===== config.mk =====
export PLATFORM = sky130hd
export DESIGN_NAME = clipped_line_pixel_stepper
export DESIGN_NICKNAME = d
export VERILOG_FILES = /design/src/hw/rtl/clps_pkg.sv /design/src/hw/rtl/clps_core.sv /design/src/hw/rtl/clipped_line_pixel_stepper.sv
export SDC_FILE = /design/constraint.sdc
export NUM_CORES = 1
export LEC_CHECK = 0
export BUFFER_PORTS_ARGS = -buffer_cell sky130_fd_sc_hd__clkbuf_2
export CORE_AREA = 2 2 217 219
export DETAILED_ROUTE_END_ITERATION = 8
export DIE_AREA = 0 0 219 221
export HOLD_SLACK_MARGIN = 0.15
export PLACE_DENSITY = 0.5
export SLEW_MARGIN = 15
export SYNTH_ARGS = -nofsm -noshare
export SYNTH_HDL_FRONTEND = slang
export SYNTH_HIERARCHICAL = 1
export SYNTH_SLANG_ARGS = --single-unit

===== constraint.sdc =====
create_clock -name aclk -period 6.7 [get_ports aclk]
set_clock_uncertainty 0.1 [all_clocks]
set_input_delay 0.67 -clock aclk [delete_from_list [all_inputs] [get_ports aclk]]
set_output_delay 0.67 -clock aclk [all_outputs]
set_load 0.02 [all_outputs]

===== src/hw/rtl/clps_pkg.sv =====
// shared types and constants for the clipped line pixel stepper
package clps_pkg;

    localparam int COORD_BITS = 12;
    localparam int WIN_BITS   = COORD_BITS - 1;
    localparam int COLOR_BITS = 32;

    // packed stream widths, rounded up to whole bytes
    localparam int S_TDATA_RAW = 4 * COORD_BITS + COLOR_BITS;
    localparam int M_TDATA_RAW = 2 * COORD_BITS + COLOR_BITS;
    localparam int S_TDATA_W   = ((S_TDATA_RAW + 7) / 8) * 8;
    localparam int M_TDATA_W   = ((M_TDATA_RAW + 7) / 8) * 8;

    localparam int CFG_IDX_W = 2;
    localparam logic [CFG_IDX_W-1:0] REG_WINDOW_LOW  = CFG_IDX_W'(0);
    localparam logic [CFG_IDX_W-1:0] REG_WINDOW_HIGH = CFG_IDX_W'(1);

    localparam logic [WIN_BITS-1:0] WINDOW_LOW_RESET  = WIN_BITS'(0);
    localparam logic [WIN_BITS-1:0] WINDOW_HIGH_RESET = WIN_BITS'(255);

    typedef enum logic {
        CMD_START = 1'b0,
        CMD_STEP  = 1'b1
    } cmd_t;

    typedef struct packed {
        cmd_t                           command;
        logic [COLOR_BITS-1:0]          line_color;
        logic signed [COORD_BITS-1:0]   end_y;
        logic signed [COORD_BITS-1:0]   end_x;
        logic signed [COORD_BITS-1:0]   start_y;
        logic signed [COORD_BITS-1:0]   start_x;
    } line_cmd_t;

    typedef struct packed {
        logic                           pixel_valid;
        logic [COLOR_BITS-1:0]          pixel_color;
        logic signed [COORD_BITS-1:0]   pixel_y;
        logic signed [COORD_BITS-1:0]   pixel_x;
        logic                           line_done;
    } pixel_rec_t;

endpackage


===== src/hw/rtl/clps_core.sv =====
// line state, loaded by a start word, and at most one bresenham step per fired step word
module clps_core (
    input  logic                            aclk,
    input  logic                            aresetn,
    input  logic                            fire,
    input  clps_pkg::line_cmd_t             cmd,
    input  logic [clps_pkg::WIN_BITS-1:0]   window_low,
    input  logic [clps_pkg::WIN_BITS-1:0]   window_high,
    output clps_pkg::pixel_rec_t            result
);
    import clps_pkg::*;

    localparam int CW    = COORD_BITS;
    localparam int DX_W  = CW + 1;
    localparam int NDY_W = CW + 2;
    localparam int ERR_W = CW + 3;
    localparam int TW_W  = CW + 4;

    logic signed [CW-1:0]    cur_x_reg, cur_x_next, cur_y_reg, cur_y_next;
    logic signed [CW-1:0]    stop_x_reg, stop_x_next, stop_y_reg, stop_y_next;
    logic [DX_W-1:0]         delta_x_reg, delta_x_next;
    logic signed [NDY_W-1:0] neg_delta_y_reg, neg_delta_y_next;
    logic signed [ERR_W-1:0] error_reg, error_next;
    logic                    step_x_neg_reg, step_x_neg_next;
    logic                    step_y_neg_reg, step_y_neg_next;
    logic [COLOR_BITS-1:0]   color_reg, color_next;
    logic                    active_reg, active_next;

    // setup terms for a start word
    logic signed [DX_W-1:0]  diff_x;
    logic [DX_W-1:0]         abs_x;
    logic signed [NDY_W-1:0] diff_y;
    logic signed [NDY_W-1:0] ndy_init;
    logic signed [ERR_W-1:0] err_init;

    // step terms
    logic signed [CW:0]      lo_ext, hi_ext, cx_ext, cy_ext;
    logic                    x_in, y_in, at_end, emit;
    logic signed [TW_W-1:0]  twice;
    logic                    move_x, move_y;
    logic signed [ERR_W-1:0] err_stepped;

    always_comb begin
        diff_x   = DX_W'(cmd.end_x) - DX_W'(cmd.start_x);
        abs_x    = diff_x[DX_W-1] ? DX_W'(-diff_x) : DX_W'(diff_x);
        diff_y   = NDY_W'(cmd.end_y) - NDY_W'(cmd.start_y);
        ndy_init = diff_y[NDY_W-1] ? diff_y : -diff_y;
        err_init = ERR_W'(abs_x) + ERR_W'(ndy_init);
    end

    always_comb begin
        lo_ext = $signed({2'b00, window_low});
        hi_ext = $signed({2'b00, window_high});
        cx_ext = (CW+1)'(cur_x_reg);
        cy_ext = (CW+1)'(cur_y_reg);
        x_in   = (cx_ext > lo_ext) && (cx_ext <= hi_ext);
        y_in   = (cy_ext > lo_ext) && (cy_ext <= hi_ext);
        at_end = (cur_x_reg == stop_x_reg) && (cur_y_reg == stop_y_reg);
        emit   = active_reg && !at_end && x_in && y_in;

        twice  = $signed({error_reg, 1'b0});
        move_x = twice >= TW_W'(neg_delta_y_reg);
        move_y = twice <= $signed({3'b000, delta_x_reg});
        err_stepped = error_reg
                    + (move_x ? ERR_W'(neg_delta_y_reg) : ERR_W'(0))
                    + (move_y ? ERR_W'(delta_x_reg) : ERR_W'(0));
    end

    always_comb begin
        result.pixel_valid = emit;
        result.pixel_x     = emit ? cur_x_reg : '0;
        result.pixel_y     = emit ? cur_y_reg : '0;
        result.pixel_color = emit ? color_reg : '0;
        result.line_done   = !emit;
    end

    always_comb begin
        cur_x_next       = cur_x_reg;
        cur_y_next       = cur_y_reg;
        stop_x_next      = stop_x_reg;
        stop_y_next      = stop_y_reg;
        delta_x_next     = delta_x_reg;
        neg_delta_y_next = neg_delta_y_reg;
        error_next       = error_reg;
        step_x_neg_next  = step_x_neg_reg;
        step_y_neg_next  = step_y_neg_reg;
        color_next       = color_reg;
        active_next      = active_reg;
        if (fire) begin
            if (cmd.command == CMD_START) begin
                cur_x_next       = cmd.start_x;
                cur_y_next       = cmd.start_y;
                stop_x_next      = cmd.end_x;
                stop_y_next      = cmd.end_y;
                delta_x_next     = abs_x;
                neg_delta_y_next = ndy_init;
                error_next       = err_init;
                step_x_neg_next  = !(cmd.start_x < cmd.end_x);
                step_y_neg_next  = !(cmd.start_y < cmd.end_y);
                color_next       = cmd.line_color;
                active_next      = 1'b1;
            end else if (emit) begin
                error_next = err_stepped;
                if (move_x) begin
                    cur_x_next = cur_x_reg + (step_x_neg_reg ? {CW{1'b1}} : CW'(1));
                end
                if (move_y) begin
                    cur_y_next = cur_y_reg + (step_y_neg_reg ? {CW{1'b1}} : CW'(1));
                end
            end else begin
                // endpoint reached, window left, or already idle
                active_next = 1'b0;
            end
        end
    end

    always_ff @(posedge aclk) begin
        if (!aresetn) begin
            active_reg <= 1'b0;
        end else begin
            active_reg <= active_next;
        end
    end

    always_ff @(posedge aclk) begin
        cur_x_reg       <= cur_x_next;
        cur_y_reg       <= cur_y_next;
        stop_x_reg      <= stop_x_next;
        stop_y_reg      <= stop_y_next;
        delta_x_reg     <= delta_x_next;
        neg_delta_y_reg <= neg_delta_y_next;
        error_reg       <= error_next;
        step_x_neg_reg  <= step_x_neg_next;
        step_y_neg_reg  <= step_y_neg_next;
        color_reg       <= color_next;
    end

`ifndef SYNTH
    // an emitted pixel always moves the line on at least one axis
    a_step_moves: assert property (@(posedge aclk) disable iff (!aresetn)
        fire && cmd.command == CMD_STEP && emit
        |=> (cur_x_reg != $past(cur_x_reg)) || (cur_y_reg != $past(cur_y_reg)))
        else $error("emitted pixel did not advance");

    a_emit_keeps_active: assert property (@(posedge aclk) disable iff (!aresetn)
        fire && cmd.command == CMD_STEP && emit |=> active_reg)
        else $error("line went idle after emitting a pixel");

    a_start_loads: assert property (@(posedge aclk) disable iff (!aresetn)
        fire && cmd.command == CMD_START
        |=> active_reg && cur_x_reg == $past(cmd.start_x)
            && cur_y_reg == $past(cmd.start_y))
        else $error("start word did not load the line");

    a_idle_no_pixel: assert property (@(posedge aclk) disable iff (!aresetn)
        !active_reg |-> !result.pixel_valid && result.line_done)
        else $error("pixel produced while idle");
`endif

endmodule


===== src/hw/rtl/clipped_line_pixel_stepper.sv =====
// Clipped line pixel stepper: an all-octant Bresenham line generator clipped to a square
// window (low < x,y <= high). A start word (tuser 0) loads the endpoints and colour and
// gives no output word; each step word (tuser 1) gives one output word, either a pixel
// (m_tuser 1) or a done marker (m_tlast 1) once the endpoint is reached, the window is
// left, or no line is active. One word is accepted every clock unless the output stalls;
// a result passes the input and then the output register, with the step update itself a
// single compare-add between them. The user must write the window registers on the cfg
// channel (index 0 low, 1 high) only while the block is idle; nothing here enforces it.
module clipped_line_pixel_stepper (
    input  logic                                aclk,
    input  logic                                aresetn,

    input  logic                                s_tvalid,
    output logic                                s_tready,
    // start_x, start_y, end_x, end_y, line_color
    input  logic [clps_pkg::S_TDATA_W-1:0]      s_tdata,
    // command
    input  logic                                s_tuser,

    output logic                                m_tvalid,
    input  logic                                m_tready,
    // pixel_x, pixel_y, pixel_color
    output logic [clps_pkg::M_TDATA_W-1:0]      m_tdata,
    // pixel_valid
    output logic                                m_tuser,
    // line_done
    output logic                                m_tlast,

    input  logic                                cfg_valid,
    output logic                                cfg_ready,
    input  logic [clps_pkg::CFG_IDX_W-1:0]      cfg_index,
    input  logic [clps_pkg::WIN_BITS-1:0]       cfg_data
);
    import clps_pkg::*;

    localparam int CW = COORD_BITS;

    logic                  in_valid_reg, in_valid_next;
    line_cmd_t             in_cmd_reg, in_cmd_next;
    logic                  out_valid_reg, out_valid_next;
    pixel_rec_t            out_reg, out_next;
    logic [WIN_BITS-1:0]   window_low_reg, window_low_next;
    logic [WIN_BITS-1:0]   window_high_reg, window_high_next;

    logic                  proc;
    logic                  out_load;
    line_cmd_t             s_cmd;
    pixel_rec_t            step_result;

    always_comb begin
        s_cmd.command    = cmd_t'(s_tuser);
        s_cmd.start_x    = s_tdata[CW-1:0];
        s_cmd.start_y    = s_tdata[2*CW-1:CW];
        s_cmd.end_x      = s_tdata[3*CW-1:2*CW];
        s_cmd.end_y      = s_tdata[4*CW-1:3*CW];
        s_cmd.line_color = s_tdata[4*CW+COLOR_BITS-1:4*CW];
    end

    // a start word needs no output slot
    assign proc = in_valid_reg
               && (in_cmd_reg.command == CMD_START || !out_valid_reg || m_tready);
    assign out_load = proc && in_cmd_reg.command == CMD_STEP;
    assign s_tready = !in_valid_reg || proc;
    assign cfg_ready = 1'b1;

    clps_core u_core (
        .aclk        (aclk),
        .aresetn     (aresetn),
        .fire        (proc),
        .cmd         (in_cmd_reg),
        .window_low  (window_low_reg),
        .window_high (window_high_reg),
        .result      (step_result)
    );

    always_comb begin
        in_valid_next = in_valid_reg;
        in_cmd_next   = in_cmd_reg;
        if (s_tvalid && s_tready) begin
            in_valid_next = 1'b1;
            in_cmd_next   = s_cmd;
        end else if (proc) begin
            in_valid_next = 1'b0;
        end

        out_valid_next = out_valid_reg;
        out_next       = out_reg;
        if (out_load) begin
            out_valid_next = 1'b1;
            out_next       = step_result;
        end else if (m_tready) begin
            out_valid_next = 1'b0;
        end

        window_low_next  = window_low_reg;
        window_high_next = window_high_reg;
        if (cfg_valid && cfg_ready) begin
            unique case (cfg_index)
                REG_WINDOW_LOW:  window_low_next  = cfg_data;
                REG_WINDOW_HIGH: window_high_next = cfg_data;
                default: ;
            endcase
        end
    end

    always_ff @(posedge aclk) begin
        if (!aresetn) begin
            in_valid_reg    <= 1'b0;
            out_valid_reg   <= 1'b0;
            window_low_reg  <= WINDOW_LOW_RESET;
            window_high_reg <= WINDOW_HIGH_RESET;
        end else begin
            in_valid_reg    <= in_valid_next;
            out_valid_reg   <= out_valid_next;
            window_low_reg  <= window_low_next;
            window_high_reg <= window_high_next;
        end
    end

    always_ff @(posedge aclk) begin
        in_cmd_reg <= in_cmd_next;
        out_reg    <= out_next;
    end

    assign m_tvalid = out_valid_reg;
    assign m_tdata  = M_TDATA_W'({out_reg.pixel_color, out_reg.pixel_y, out_reg.pixel_x});
    assign m_tuser  = out_reg.pixel_valid;
    assign m_tlast  = out_reg.line_done;

`ifndef SYNTH
    a_step_gives_word: assert property (@(posedge aclk) disable iff (!aresetn)
        out_load |=> out_valid_reg && out_reg.line_done == !out_reg.pixel_valid)
        else $error("step word lost its result");

    a_start_no_word: assert property (@(posedge aclk) disable iff (!aresetn)
        proc && in_cmd_reg.command == CMD_START && out_valid_reg && m_tready
        |=> !out_valid_reg)
        else $error("start word produced a result");

    a_held_blocks_input: assert property (@(posedge aclk) disable iff (!aresetn)
        in_valid_reg && !proc |-> !s_tready)
        else $error("input accepted over a held word");
`endif

endmodule

[Yosys cells after proc, flatten, opt, wreduce, memory -nomap -nowiden]
Index checks and enable logic that the tools add are counted.
Word-level totals
  register bits after elaboration: 288
  memories: 0
  output and inout port bits: 61
  latch bits: 0
  bits in writable memories: 0
  word-level logic and storage cells: 99
  memory bits (read-only): 0
Cells by class
  order comparisons: 8
  reductions and logical operators: 28
  bitwise logic cells: 1
  shifts and indexed selects: 0
  eq/ne operators: 7
  div/mod/pow operators: 0
  mux-type cells: 20
  $mul: 0
  $add $sub $neg: 9
Operators by type and width (number)
  12-bit two-way mux: 8
  15-bit two-way mux: 3
  15-bit adder: 2
  13-bit two-way mux: 2
  12-bit by 12-bit subtractor with 13-bit output: 2
  12-bit adder: 2
  12-bit equality test: 2
  12-bit > comparator: 2
  12-bit <= comparator: 2
  12-bit < comparator: 2
  16-bit by 14-bit >= comparator with 1-bit output: 1
  16-bit by 14-bit <= comparator with 1-bit output: 1
  14-bit by 14-bit adder with 15-bit output: 1
  14-bit two-way mux: 1
  14-bit negator: 1
  13-bit negator: 1
  2-bit AND reduction: 5
  1-bit logical AND: 9
  1-bit zero test: 6
  1-bit two-way mux: 6
  2-bit by 1-bit inequality test with 1-bit output, second input constant: 3
  3-bit AND reduction: 2
  2-bit nonzero test: 2
  1-bit logical OR: 3
  4 further kinds: 4

[Longest topological paths before layout]
Gate-level depths: netlist of run 1.
  word-level depth: 8
  mapped depth: 21

[By module]
The synthesis of run 1 kept the hierarchy.
By module, submodules not included
  clps_core: cells an instance 1113, seq. area each 3743.6 um^2, instances 1, area an instance 10757.8 um^2
  clipped_line_pixel_stepper: cells an instance 248, seq. area each 4654.5 um^2, instances 1, area an instance 5192.5 um^2

[Least setup slack after synthesis of run 1]
No wires, ideal clock.
  path type: input to register
  start: input m_tready
  end: register u_core.cur_x_reg[0], enable pin
  arrival: 5.602 ns
  stages: 4
  setup time: 0.332 ns
  slack: 0.666 ns
  data required time: 6.268 ns
  path through: nor2b_1 a21boi_0 nor2b_1 a31o_2
On the way
  longest elaborated chain between the ends: 3
Ends and longest elaborated chain
  start, declared: line clipped_line_pixel_stepper.sv:21  | input logic m_tready,
  1-bit logical OR: line clipped_line_pixel_stepper.sv:61  | && (in_cmd_reg.command == CMD_START || !out_valid_reg || m_tready);
  1-bit logical AND: line clipped_line_pixel_stepper.sv:61
  net proc: line clipped_line_pixel_stepper.sv:45  | logic proc;
  3-bit AND reduction (no source line)
  end signal, assigned: line clps_core.sv:126  | cur_x_reg <= cur_x_next;
  end, declared: line clps_core.sv:19  | logic signed [CW-1:0] cur_x_reg, cur_x_next, cur_y_reg, cur_y_next;
The timed path passes the listed nets, and every way through them passes these cells.
A chain may end at the register's enable or synchronous reset.

[Worst setup path in the final report of run 1]
  start: register in_cmd_reg[24] (netlist name)
  end: register u_core.error_reg[13] (data pin)
On the way
  longest elaborated chain between the ends: 5
Ends and longest elaborated chain
  start, declared: line clipped_line_pixel_stepper.sv:39  | line_cmd_t in_cmd_reg, in_cmd_next;
  start signal, assigned: line clipped_line_pixel_stepper.sv:121  | in_cmd_reg <= in_cmd_next;
  12-bit by 12-bit subtractor with 13-bit output (*): line clps_core.sv:44  | diff_x = DX_W'(cmd.end_x) - DX_W'(cmd.start_x);
  13-bit negator: line clps_core.sv:45  | abs_x = diff_x[DX_W-1] ? DX_W'(-diff_x) : DX_W'(diff_x);
  13-bit two-way mux (*): line clps_core.sv:45
  net u_core.abs_x[1]: line clps_core.sv:31  | logic [DX_W-1:0] abs_x;
  14-bit by 14-bit adder with 15-bit output (*): line clps_core.sv:48  | err_init = ERR_W'(abs_x) + ERR_W'(ndy_init);
  15-bit two-way mux (*): line clps_core.sv:90  | if (cmd.command == CMD_START) begin
  end signal, assigned: line clps_core.sv:132  | error_reg <= error_next;
  end, declared: line clps_core.sv:23  | logic signed [ERR_W-1:0] error_reg, error_next;
Mark *: on every way through the listed nets, which the timed path passes. The rest lies on a longest branch.

==> parameters.txt, run 1 <==
Parameter                              Value

Status
  Outcome    finished, final reports clean

Synth
  Average instance area after synthesis    11.7 µm²
  Fraction of synthesis flops using an asynchronous set or reset pin    0%
  Most used DFF post-synth    sky130_fd_sc_hd__edfxtp_1
  Netlist cell types    70
  Yosys synthesis warning count    6
  Post-synth EDFFs    about 260
  Cell count after synthesis    1361
  Register bit total from synthesis    between 200 and 300
  Sequential element share of the synthesized area    about 53%
  Post-synthesis cell area    0.0160 mm²

Worst setup path
  CP Depth    21
  Worst Path Arrival    about 5.5 ns
  Setup crit end kind    flip-flop
  Data required time of the critical path    6.86 ns
  Crit Path Category    flip-flop to flip-flop
  Number of buffers and inverters on the critical path    2
  Delay-heaviest family, CP    compound AO/OA/AOI/OAI gates
  Kind of start point of the critical path    flip-flop
  Worst-path cell chain    inv_1 > ha_1 > inv_1 > fa_1 > a21o_1 > a211o_1 > a2111oi_4 > o31ai_2 > nand2_1 > a21o_1 > nand2_1 > o21ai_0 > ha_1 > a211oi_1 > nor2_1 > o41ai_1 > o21ai_0 > o41ai_1 > o21ai_0 > xnor2_1 > a21oi_1
  R2R cell count    21
  CP max stage cell    sky130_fd_sc_hd__o41ai_1
  Maximum cell stage delay along the critical path    0.44 ns
  Biggest fanout along the worst timing path    7
  Most prevalent standard cell on the critical path    sky130_fd_sc_hd__o21ai_0

Clock network
  Number of resized instances in the post-cts repair step    0
  Post-CTS Setup Repair Bufs    0
  CTS max path bufs    3
  Clock tree from TritonCTS    yes
  Worst-path clk slew    0.06 ns
  Buffer cell driving the clock tree root    sky130_fd_sc_hd__clkbuf_16
  Number of levels in the clock H-tree    2
  CTS sink cnt    288
  Insertion delay of the later-clocked pin in the worst-skew pair    approximately 0.54 ns
  # hold bufs at CTS    0
  CTS buffer count    35

Routing
  Post-route DRC    0
  Number of detailed-routing iterations run before antenna repair    5
  Routed WL per cell    18.6 µm
  Via-per-instance ratio    5.00
  Post-route antenna net violation count    0
  Violation count after the first detailed-route iteration    742
  Via count    between 10000 and 15000
  Routed WL    between 40000 and 50000 µm

GRT
  First-pass GRT wire length    62400 µm
  Overflow after GRT    0
  Vias in the first global route    10800
  Global-route usage over all layers    16.8%
  Antenna violations before repair    0
  Maximum number of pins on one net before global-route repair    56

Placed design
  HPWL after DPL    30300 µm
  Final RePlAce weighted congestion    0.858
  # port buffers    between 150 and 200

Timing
  Number of hold violations in the final report    0
  RSZ-0062 raised after global routing    no
  Count of endpoints failing setup in the final report    0
  Time the final worst path needs with I/O delays and setup    around 5.3 ns
  Peak clock frequency supported by timing    around 190 MHz
  Final slew viol count    0
  Final period utilization    79.5%
  Worst slew pin tran    around 0.9 ns
  Setup TNS Final    0 ns
  Worst slew margin    about two fifths

Finish
  Final layout net count    1801
  Fraction of layout cells with a size suffix above 1    15.5%
  FF/Latch Area    between 0.008 and 0.009 mm²
  Multi-input logic area    0.00695 mm²
  Fill cells    4469
  Fin util    between 40 and 50%
  Antenna Cells    0
  Flip-flop count of the largest register after layout    81
  Signed area change from the synthesized netlist to the final layout    16.4%

Die
  Core region area    0.0461 mm²
  Die extent in y    221 µm
  Number of rows created at floorplan    79
  Starting density of the core    34.6%
  Die boundary width    219 µm
  Number of I/O pins    160
  Full die area    slightly below 0.05 mm²

Worst hold path
  Hold WC Path Type    input pin to flip-flop
  Cells on Worst Hold Path    1

Power and ir drop
  Maximum ir drop on the vdd rail    0.174 mV
  Cell leakage power    around 7.6 nW
  Clock network power share    a little over a third
  Logic gate share of total power    between 20 and 25%
  Switching Share    29.6%
  Sequential fraction of design power    40.3%
  Design internal power    ~3.8 mW
  Power density relative to cell area    287 mW/mm²
  Net switching power of the design    ~1.6 mW

Run
  Number of max-capacitance violations reported    0
-- logic make-up after synthesis --
group	synth area share (%)
compound gates	10.8
simple gates	12.3
flops	52.7
buf+inv	3.89
xor+xnor	5.05
fa+ha+maj	13.8
mux	1.47
other cells	0.0471
-- power by group through the flow --
stage          Sequential [mW]  Combinational, mW  Clock (mW)
2_1_floorplan             2.17              0.977           0
3_3_place_gp              2.18               1.31           0
6_report                  2.15               1.32        1.86
4_1_cts                   2.15               1.32        1.92
3_5_place_dp              2.18               1.31           0
5_1_grt                   2.15               1.50        1.99
-- worst register-to-register path, stage by stage, from the launching register on --
cell	delay (ns)
sky130_fd_sc_hd__edfxtp_1	0.38
sky130_fd_sc_hd__inv_1	0.06
sky130_fd_sc_hd__ha_1	0.16
sky130_fd_sc_hd__inv_1	0.06
sky130_fd_sc_hd__fa_1	0.39
sky130_fd_sc_hd__a21o_1	0.19
sky130_fd_sc_hd__a211o_1	0.35
sky130_fd_sc_hd__a2111oi_4	0.38
sky130_fd_sc_hd__o31ai_2	0.13
sky130_fd_sc_hd__nand2_1	0.10
sky130_fd_sc_hd__a21o_1	0.22
sky130_fd_sc_hd__nand2_1	0.07
sky130_fd_sc_hd__o21ai_0	0.20
sky130_fd_sc_hd__ha_1	0.33
sky130_fd_sc_hd__a211oi_1	0.24
sky130_fd_sc_hd__nor2_1	0.12
sky130_fd_sc_hd__o41ai_1	0.42
sky130_fd_sc_hd__o21ai_0	0.24
sky130_fd_sc_hd__o41ai_1	0.44
sky130_fd_sc_hd__o21ai_0	0.20
sky130_fd_sc_hd__xnor2_1	0.18
sky130_fd_sc_hd__a21oi_1	0.08
-- cell usage after synthesis (all sizes together), types with 4 or more instances --
| library cell | n | area share, % |
|---|---|---|
| mux2i | 20 | 1.3 |
| inv | 126 | 3.0 |
| o211ai | 17 | 0.80 |
| a21boi | 7 | 0.33 |
| a21o | 21 | 0.99 |
| edfxtp | 263 | 50 |
| nand3 | 16 | 0.50 |
| fa | 19 | 2.4 |
| o31ai | 12 | 0.60 |
| nor2b | 20 | 0.78 |
| o21ai | 60 | 1.9 |
| xnor2 | 59 | 3.2 |
| o21a | 18 | 0.85 |
| a31oi | 13 | 0.51 |
| clkbuf | 18 | 0.42 |
| and2 | 71 | 2.8 |
| nand2b | 8 | 0.31 |
| o41ai | 8 | 0.44 |
| nor3 | 26 | 0.85 |
| nand4b | 10 | 0.55 |
| or2 | 7 | 0.27 |
| ha | 146 | 11 |
| nor4 | 10 | 0.43 |
| and3 | 11 | 0.43 |
| a21oi | 63 | 2.0 |
| buf | 12 | 0.50 |
| a211oi | 10 | 0.47 |
| nand4 | 19 | 0.75 |
| dfxtp | 25 | 3.1 |
| nor3b | 4 | 0.22 |
| nand2 | 76 | 1.8 |
| nor2 | 81 | 1.9 |
| xor2 | 33 | 1.8 |
| or3 | 8 | 0.31 |
-- metal layers --
metal  track usage (%)  part of all wire, %
met5                 0                    0
met4              4.16                  1.8
met3              2.72                  5.4
met2              25.9                   44
met1              24.5                   49
-- worst paths after layout --
path | start | to | slack (ns)
worst max-delay path | in_cmd_reg[24]$_DFFE_PP_ | u_core/error_reg[13]$_DFFE_PP_ | 1.38
worst min-delay path | s_tdata[4] | in_cmd_reg[4]$_DFFE_PP_ | 0.20
worst min register to register | in_cmd_reg[53]$_DFFE_PP_ | u_core/color_reg[5]$_DFFE_PP_ | 0.32
worst max register to register | in_cmd_reg[24]$_DFFE_PP_ | u_core/error_reg[13]$_DFFE_PP_ | 1.38
-- cells in the final DEF, fill, tap and decap left out, drive strengths merged, types with 11 or more instances in the layout --
cell type  instances
and2              71
nand4             19
o31ai             12
o211ai            17
nor3              26
xor2              33
a31oi             13
a21o              21
o21ai             60
inv              128
xnor2             59
a21oi             63
dfxtp             25
clkbuf           207
nand3             16
nor2b             20
and3              11
nor2              81
fa                19
mux2i             20
nand2             76
o21a              18
ha               146
edfxtp           263
-- area by class of cell --
cell class                      instances  share of cell area (%)
Multi-Input combinational cell        918                    37.5
Inverter                              126                    2.55
Sequential cell                       288                    45.2
Clock inverter                         15                   0.903
Clock buffer                           49                    5.11
Timing Repair Buffer                  168                    4.66
Tap cell                              607                    4.09
-- per-stage QoR --
step                std cells  area, µm²  power (mW)  hold slack [ns]  worst slack (ns)
floorplan                1362      16000        3.14            0.300             0.666
global placement         2107      17500        3.49            0.300              1.48
detailed placement       2107      17500        3.49            0.305              1.47
CTS                      2171      18600        5.39            0.167              1.42
global route             2171      18600        5.65            0.180             0.930
finish                   2171      18600        5.33            0.199              1.38
No activity file was read; power rests on OpenSTA's default activity.
==> run 2, diff against run 1 <==
- clock period: 6.7 -> 4.9 ns (I/O delays scaled with it)
==> parameters.txt, run 2 (synthesis gave the netlist of run 1 again) <==
Parameter                              Value

Status
  Outcome    finished, final reports clean

Finish
  Leading cell types in the layout, fill and taps excluded    263 x sky130_fd_sc_hd__edfxtp_1, 158 x sky130_fd_sc_hd__clkbuf_2, 144 x sky130_fd_sc_hd__ha_1
  Signed area change from the synthesized netlist to the final layout    25.3%
  Fin util    43.4% (+3.1 points)
  Flip-flop count of the largest register after layout    81 (unchanged)
  Final layout net count    1942 (+7.8%)
  Most common library cell in the layout ignoring fill and taps    sky130_fd_sc_hd__edfxtp_1
  Antenna Cells    0 (unchanged)
  Fill cells    4396 (-1.6%)
  Fraction of layout cells with a size suffix above 1    18.7% (+3.2 points)

Timing
  Count of endpoints failing setup in the final report    0 (unchanged)
  Peak clock frequency supported by timing    212 MHz (+13%)
  Final WS setup    0.187 ns (-1.19 ns)
  Number of hold violations in the final report    0 (unchanged)
  Setup TNS Final    0 ns (unchanged)
  Worst slew pin tran    0.949 ns (+0.0361 ns)
  Final slew viol count    0 (unchanged)
  Worst slew margin    36.7% (-2.4 points)
  Final period utilization    96.2% (+17 points)
  RSZ-0062 raised after global routing    yes
  Time the final worst path needs with I/O delays and setup    4.71 ns (-0.611 ns)

Worst setup path
  Setup crit end kind    flip-flop
  CP max stage cell    sky130_fd_sc_hd__edfxtp_1
  Biggest fanout along the worst timing path    6 (-1)
  End of the worst register-to-register path    u_core/error_reg[13]$_DFFE_PP_
  Data required time of the critical path    5.08 ns (-1.78 ns)
  Maximum cell stage delay along the critical path    0.37 ns (-0.07 ns)
  Worst Path Arrival    4.89 ns (-0.60 ns)
  R2R cell count    23 (+9.5%)
  Worst-path cell chain    inv_1 > ha_1 > inv_1 > fa_2 > a21o_1 > a211o_1 > buf_4 > a21oi_1 > xnor2_1 > nor3_1 > nand2_1 > o21ai_0 > xnor2_1 > buf_4 > ha_4 > and3_1 > a21oi_2 > o21ai_2 > o41ai_2 > buf_4 > o21ai_0 > xnor2_1 > a21oi_1
  Register-to-register setup slack    0.19 ns (-1.19 ns)
  R2R Path Start    in_cmd_reg[24]$_DFFE_PP_
  Kind of start point of the critical path    flip-flop
  Crit Path Category    flip-flop to flip-flop

Clock network
  Buffer cell driving the clock tree root    sky130_fd_sc_hd__clkbuf_16
  CTS max path bufs    3 (unchanged)
  Worst-path clk slew    0.06 ns (about the same)
  Number of levels in the clock H-tree    2 (unchanged)
  CTS buffer count    35 (unchanged)
  CTS sink cnt    288 (unchanged)
  Clock tree from TritonCTS    yes
  Insertion delay of the later-clocked pin in the worst-skew pair    0.54 ns (about the same)

Routing
  Routed WL    41400 µm (+2.4%)
  Post-route antenna net violation count    0 (unchanged)
  Via count    11400 (+5.2%)
  Violation count after the first detailed-route iteration    568 (-23%)
  Number of detailed-routing iterations run before antenna repair    5 (unchanged)
  Post-route DRC    0 (unchanged)
  Routed WL per cell    17.9 µm (-3.8%)
  Via-per-instance ratio    4.94 (-1.2%)

GRT
  Antenna violations before repair    0 (unchanged)
  Maximum number of pins on one net before global-route repair    64 (+14%)
  Vias in the first global route    11500 (+6.7%)
  Overflow after GRT    0 (unchanged)
  First-pass GRT wire length    64100 µm (+2.8%)
  Global-route usage over all layers    17.1% (+0.36 points)

Worst hold path
  Start point of the worst min-delay path    cfg_valid
  Endpoint of the worst hold-timing path    window_high_reg[7]$_SDFFE_PN1P_
  Cells on Worst Hold Path    3 (+2)
  Hold WC Path Type    input pin to flip-flop

Die
  Die extent in y    221 µm (unchanged)
  Number of I/O pins    160 (unchanged)
  Core region area    0.0461 mm² (unchanged)
  Die boundary width    219 µm (unchanged)
  Full die area    0.0484 mm² (unchanged)
  Number of rows created at floorplan    79 (unchanged)
  Starting density of the core    34.6% (unchanged)

Placed design
  Pre-CTS setup slack    -0.0774 ns (-1.54 ns)
  # port buffers    158 (unchanged)
  Final RePlAce weighted congestion    0.854 (-0.43%)
  HPWL after DPL    30700 µm (+1.3%)

Power and ir drop
  Maximum ir drop on the vdd rail    0.217 mV (+25%)
  Power density relative to cell area    376 mW/mm² (+31%)
  Cell leakage power    8.28 nW (+8.5%)

Run
  Number of max-capacitance violations reported    0 (unchanged)
[run 2: cell types whose count changed in the layout (fill, tap and decap cells not counted), moves of 4 or more]
cell / before / now
sky130_fd_sc_hd__buf_4: 10 / 57
sky130_fd_sc_hd__o21ai_0: 58 / 52
sky130_fd_sc_hd__clkinv_2: 5 / 9
sky130_fd_sc_hd__clkbuf_1: 13 / 6
sky130_fd_sc_hd__dlygate4sd3_1: 0 / 94
[run 2: how the worst max path moves through the flow]
stage / endpoint / from / depth (start not counted)
6_report: u_core/error_reg[13]$_DFFE_PP_ / in_cmd_reg[24]$_DFFE_PP_ / 23
5_1_grt: u_core/error_reg[13]$_DFFE_PP_ / in_cmd_reg[24]$_DFFE_PP_ / 23
4_1_cts: u_core/error_reg[13]$_DFFE_PP_ / in_cmd_reg[24]$_DFFE_PP_ / 23
3_5_place_dp: u_core/error_reg[11]$_DFFE_PP_ / in_cmd_reg[36]$_DFFE_PP_ / 21
3_3_place_gp: u_core/error_reg[11]$_DFFE_PP_ / in_cmd_reg[24]$_DFFE_PP_ / 23
2_1_floorplan: u_core/error_reg[13]$_DFFE_PP_ / in_cmd_reg[24]$_DFFE_PP_ / 21
[run 2: critical path: cells and delay by family (launching register included)]
family          cells  cell delay [ns]
compound gates      9             1.58
fa+ha+maj           3             0.73
xor+xnor            3             0.49
flops               1             0.37
buf+inv             5             0.61
simple gates        3             0.58
[run 2: metal layers]
layer / wire [µm] / GRT usage [%]
met1: 20100 / 24.5
met2: 18400 / 26.9
met3: 2110 / 2.60
met4: 774 / 4.75
met5: 0 / 0
[run 2: stage by stage]
| stage | power [mW] | hold slack (ns) | instances | cell area (µm²) |
|---|---|---|---|---|
| 2_1_floorplan | 4.30 | 0.300 | 1362 | 16000 |
| 3_3_place_gp | 4.91 | 0.301 | 2147 | 17800 |
| 3_5_place_dp | 4.93 | 0.305 | 2147 | 17800 |
| 4_1_cts | 7.51 | 0.242 | 2307 | 19800 |
| 5_1_grt | 7.96 | 0.290 | 2311 | 20000 |
| 6_report | 7.52 | 0.289 | 2311 | 20000 |
[run 2: repair_timing]
item	in CTS	in global routing
hold endpoints to repair	100	0
pin swaps	6	13
resized for setup	9	27
hold buffers	94	0
buffers inserted	3	4
setup endpoints to repair	2	7
[run 2: power breakdown]
group	leakage, nW	total, mW	internal (mW)	switching [mW]
Sequential	2.74	2.93	2.86	0.0752
Combinational	5.02	2.16	0.996	1.17
Clock	0.526	2.42	1.40	1.02
Total	8.28	7.52	5.26	2.26
[run 2: layout make-up]
| class | count | area, µm² | share of cell area [%] |
|---|---|---|---|
| Sequential cell | 288 | 8400 | 42.0 |
| Multi-Input combinational cell | 918 | 7120 | 35.6 |
| Timing Repair Buffer | 309 | 2160 | 10.8 |
| Clock buffer | 42 | 923 | 4.62 |
| Tap cell | 607 | 759 | 3.80 |
| Inverter | 126 | 473 | 2.37 |
| Clock inverter | 21 | 146 | 0.733 |
